## config.mk

```make
export PLATFORM = sky130hd
export DESIGN_NAME = nghash_ram
export DESIGN_NICKNAME = d
export VERILOG_FILES = /design/src/rtl/nghash_ram.sv
export SDC_FILE = /design/constraint.sdc
export NUM_CORES = 1
export LEC_CHECK = 0
export ABC_AREA = 1
export CAP_MARGIN = 20
export CORE_ASPECT_RATIO = 1.4
export CORE_MARGIN = 4
export CORE_UTILIZATION = 25
export CTS_CLUSTER_SIZE = 20
export DETAILED_ROUTE_END_ITERATION = 8
export DONT_BUFFER_PORTS = 1
export PLACE_DENSITY = 0.35
export RECOVER_POWER = 100
export SYNTH_ARGS = -nofsm -noshare
export SYNTH_HDL_FRONTEND = slang
export SYNTH_SLANG_ARGS = --single-unit
```

## constraint.sdc

```tcl
create_clock -name clk -period 1.58 [get_ports clk]
set_input_delay 0 -clock clk [delete_from_list [all_inputs] [get_ports clk]]
set_output_delay 0 -clock clk [all_outputs]
set_load 0.02 [all_outputs]
```

## src/rtl/nghash_ram.sv

```systemverilog
// Generic single write port, single read port RAM with a registered read.
// Depends on nothing.
module nghash_ram #(
	parameter int WIDTH = 8,
	parameter int DEPTH = 16
) (
	input  logic                     clk,
	input  logic                     we,
	input  logic [$clog2(DEPTH)-1:0] waddr,
	input  logic [WIDTH-1:0]         wdata,
	input  logic [$clog2(DEPTH)-1:0] raddr,
	output logic [WIDTH-1:0]         rdata
);

	logic [WIDTH-1:0] mem_q [DEPTH];

	always_ff @(posedge clk) begin
		if (we) begin
			mem_q[waddr] <= wdata;
		end
		rdata <= mem_q[raddr];
	end

endmodule

```

* Word level (Yosys, flattened, before mapping)
Memory sizes are Yosys's and may differ from the RTL's. A register that Yosys moved wholly into a read port is not among the register bits. Cells that the tools add are included.
Word-level totals: flip-flop bits (word level) 0, RAM bits 128, input bits 18, output and inout port bits 8, word-level logic and storage cells 3, memories 1
Memories:
- mem_q | depth 16, width 8, read ports 1, clocked after memory_dff 1, wr ports 1, line 15 | logic [WIDTH-1:0] mem_q [DEPTH];
Operators by class: muxes and demuxes 2
Operator list (count):
- 2-to-1 mux 1 bit | 2

* Logic depth before layout (Yosys ltp)
depth in word-level cells 2, depth in mapped cells 8

* Worst setup path before layout
Ideal clock, no wire load.
kind input port to flip-flop, from input port waddr[2], to memory mem_q[10][0] (enable), setup time 0.370 ns, data arrival time 0.581 ns, path slack 0.629 ns, cell stages on the path 2, buffers on the path 0, cell sequence nand3b_1 nor2_1
RTL lines:
- from (decl) | line 9 | input logic [$clog2(DEPTH)-1:0] waddr,
- to (decl) | line 15
No word-level cell before the write port.

==> results.py <==
metrics = {
    "status": {
        "status": "completed",
    },
    "worst_setup_path": {
        "cp.required_ns": 1.89,
        "startpoint_type": "register",
        "worstPathArrival_ns": 1.76,
        "cp_slowest_cell": "dlygate4sd3_1",
        "cp_common_cell": "nand3_1",
        "critPathKind": "reg -> reg",
        "worst-path-max-fanout": 1,
        "crit_chain": "inv_1, nand2_1, nand3_1, nand3_1, dlygate4sd3_1, nand3_1, nand2_1",
        "critPathCaptureType": "register",
        "cpPeakStageDelay_ns": 0.59,
    },
    "timing": {
        "hold_violations": 0,
        "relSlewSlack_pct": 21.8,
        "max_freq_ghz": 0.689,
        "maxSlewViolCount": 0,
        "fin_setup_tns_ns": 0,
        "skew_ns": 0.0116,
        "period_needed_ns": 1.45,
        "grt_setup_unrepaired": "no",
        "worst_pin_slew_ns": 1.17,
        "setup_viol": 0,
        "period_share_pct": 91.8,
    },
    "synthesis": {
        "synthCells": 551,
        "synth_area_per_cell_um2": 10.5,
        "netlist_area_mm2": 0.00577,
        "ys_seq_area_share_pct": 69.4,
        "yosysWarnings": 0,
        "synth_cell_types": 12,
        "ys_ff_latch": 136,
        "syn_nets": 569,
    },
    "power": {
        "switching_power_mw": 1.90,
        "ir_drop_uv": 592,
        "p_clk_share_pct": 48.1,
        "swShare_pct": 21.6,
        "combPwrFrac_pct": 5.3,
        "seqPwrFrac_pct": 46.6,
        "p_leak_nw": 2.84,
        "intPower_mw": 6.90,
        "pwr_density_cell_mw_per_mm2": 1270,
    },
    "clock_network": {
        "cts_setup_buffers": 0,
        "cts_max_path_buffers": 2,
        "clock_latency_ns": 0.42,
        "htreeDepth": 4,
        "cts.clk_slew.worst_paths_ns": 0.06,
        "cts_root_buffer": "clkbuf_16",
        "cts_tree": "yes",
        "cts_made_buffers": 17,
        "cts_sinks": 136,
    },
    "flow_run": {
        "maxCapViolCount": 0,
    },
    "detailed_routing": {
        "drt_iter0_drc": 244,
        "routed_wl_mm": 16.1,
        "post-route-drc-count": 0,
        "ant_nets": 0,
        "wire_per_inst_um": 17.9,
        "viasPerCell": 4.16,
        "vias": 3738,
        "first_pass_iters": 5,
    },
    "placement": {
        "gp_congestion": 0.758,
        "dp.final_hpwl_mm": 9.87,
        "port_buffers": 0,
    },
    "global_routing": {
        "grt_pass1_vias": 3808,
        "grt-ovfl-total": 0,
        "grt.total_usage_pct": 13.3,
        "grt_max_degree": 45,
        "antenna_found_initial": 1,
        "grt_pass1_wl_mm": 24.6,
    },
    "layout": {
        "fin_util_pct": 30.5,
        "synthToLayoutAreaGrowth_pct": 19.7,
        "mostFrequentLayoutCells": "nand2_1, edfxtp_1, inv_1",
        "final_common_cell": "nand2_1",
        "final_nets": 601,
        "drive_gt1_share_pct": 6.54,
    },
    "floorplanning": {
        "die_w_um": 136,
        "coreArea_mm2": 0.0226,
        "initial_utilization_pct": 25.5,
        "core.rowCount": 65,
        "pin_count": 26,
        "die_h_um": 188,
        "die_area_mm2": 0.0256,
    },
    "hold_path": {
        "holdCritPathClass": "in -> reg",
    },
}
## kinds of logic (layout without fill, tap and decap cells)
logic type / count (synthesis) / in the layout / synth area share [%]
buffers and inverters: 126 / 171 / 9.52
flip-flops: 136 / 136 / 69.4
other: 0 / 1 / 0
AND/OR/NAND/NOR: 289 / 289 / 21.0
## cell usage after synthesis, drive strengths merged
library cell / number / area share, %
buf: 24 / 2.9
dfxtp: 8 / 2.8
edfxtp: 128 / 67
inv: 102 / 6.6
nand2: 173 / 11
nand3: 97 / 8.4
nand3b: 2 / 0.26
nor2: 17 / 1.1
## sequential cells by signal (all words and copies together), names as in the netlist
register and count:
mem_q 128, rdata 8
## through the flow
| step | cell area, µm² | cells | hold slack [ns] | worst slack, ns | power, mW |
|---|---|---|---|---|---|
| CTS | 6960 | 897 | 0.00125 | 0.0937 | 8.91 |
| detailed placement | 6160 | 849 | 0.100 | 0.386 | 4.52 |
| global route | 6900 | 897 | 0.0160 | 0.0271 | 9.12 |
| floorplan | 5770 | 551 | 0.0989 | 0.629 | 4.44 |
| finish | 6900 | 898 | 0.0110 | 0.129 | 8.80 |
| global placement | 6160 | 849 | 0.101 | 0.413 | 4.53 |
## layer usage
layer / GRT usage [%] / wire (µm) / share of wire, %
met3: 3.03 / 659 / 4.1
met2: 22.1 / 8130 / 51
met5: 0 / 0 / 0
met4: 6.48 / 532 / 3.3
met1: 16.1 / 6760 / 42
## timing repair
action	in CTS	in global routing
hold buffers	16	0
endpoints found under the hold margin	136	0
setup endpoints to repair	0	3
resized for setup	0	2
## final cells by class
type                            count  area, µm²
Clock buffer                       20        457
Fill cell                        2411      15700
Clock inverter                     12        175
Inverter                          102        383
Antenna cell                        1       2.50
Timing Repair Buffer               37        289
Multi-Input combinational cell    289       1210
Tap cell                          301        377
Sequential cell                   136       4000
## worst paths after layout
| kind | slack, ns | to | start | depth (start not counted) |
|---|---|---|---|---|
| min | 0.01 | rdata[5]$_DFF_P_ | raddr[1] | 4 |
| min reg2reg | 0.69 | rdata[0]$_DFF_P_ | mem_q[14][0]$_DFFE_PP_ | 6 |
| max | 0.13 | rdata[3]$_DFF_P_ | mem_q[12][3]$_DFFE_PP_ | 7 |
| max reg2reg | 0.13 | rdata[3]$_DFF_P_ | mem_q[12][3]$_DFFE_PP_ | 7 |
## critical path, delay by kind of cell (launching register included)
kind	cells	cell delay (ns)
buffers and inverters	2	0.65
flip-flops	1	0.37
AND/OR/NAND/NOR	5	0.33
## power by group through the flow
stage	logic [mW]	clock network [mW]	registers [mW]
after floorplan	0.285	0	4.16
after global placement	0.351	0	4.17
after detailed placement	0.349	0	4.17
after CTS	0.490	4.32	4.10
after global routing	0.528	4.49	4.10
final	0.469	4.23	4.10
No activity file was read; power rests on OpenSTA's default activity.
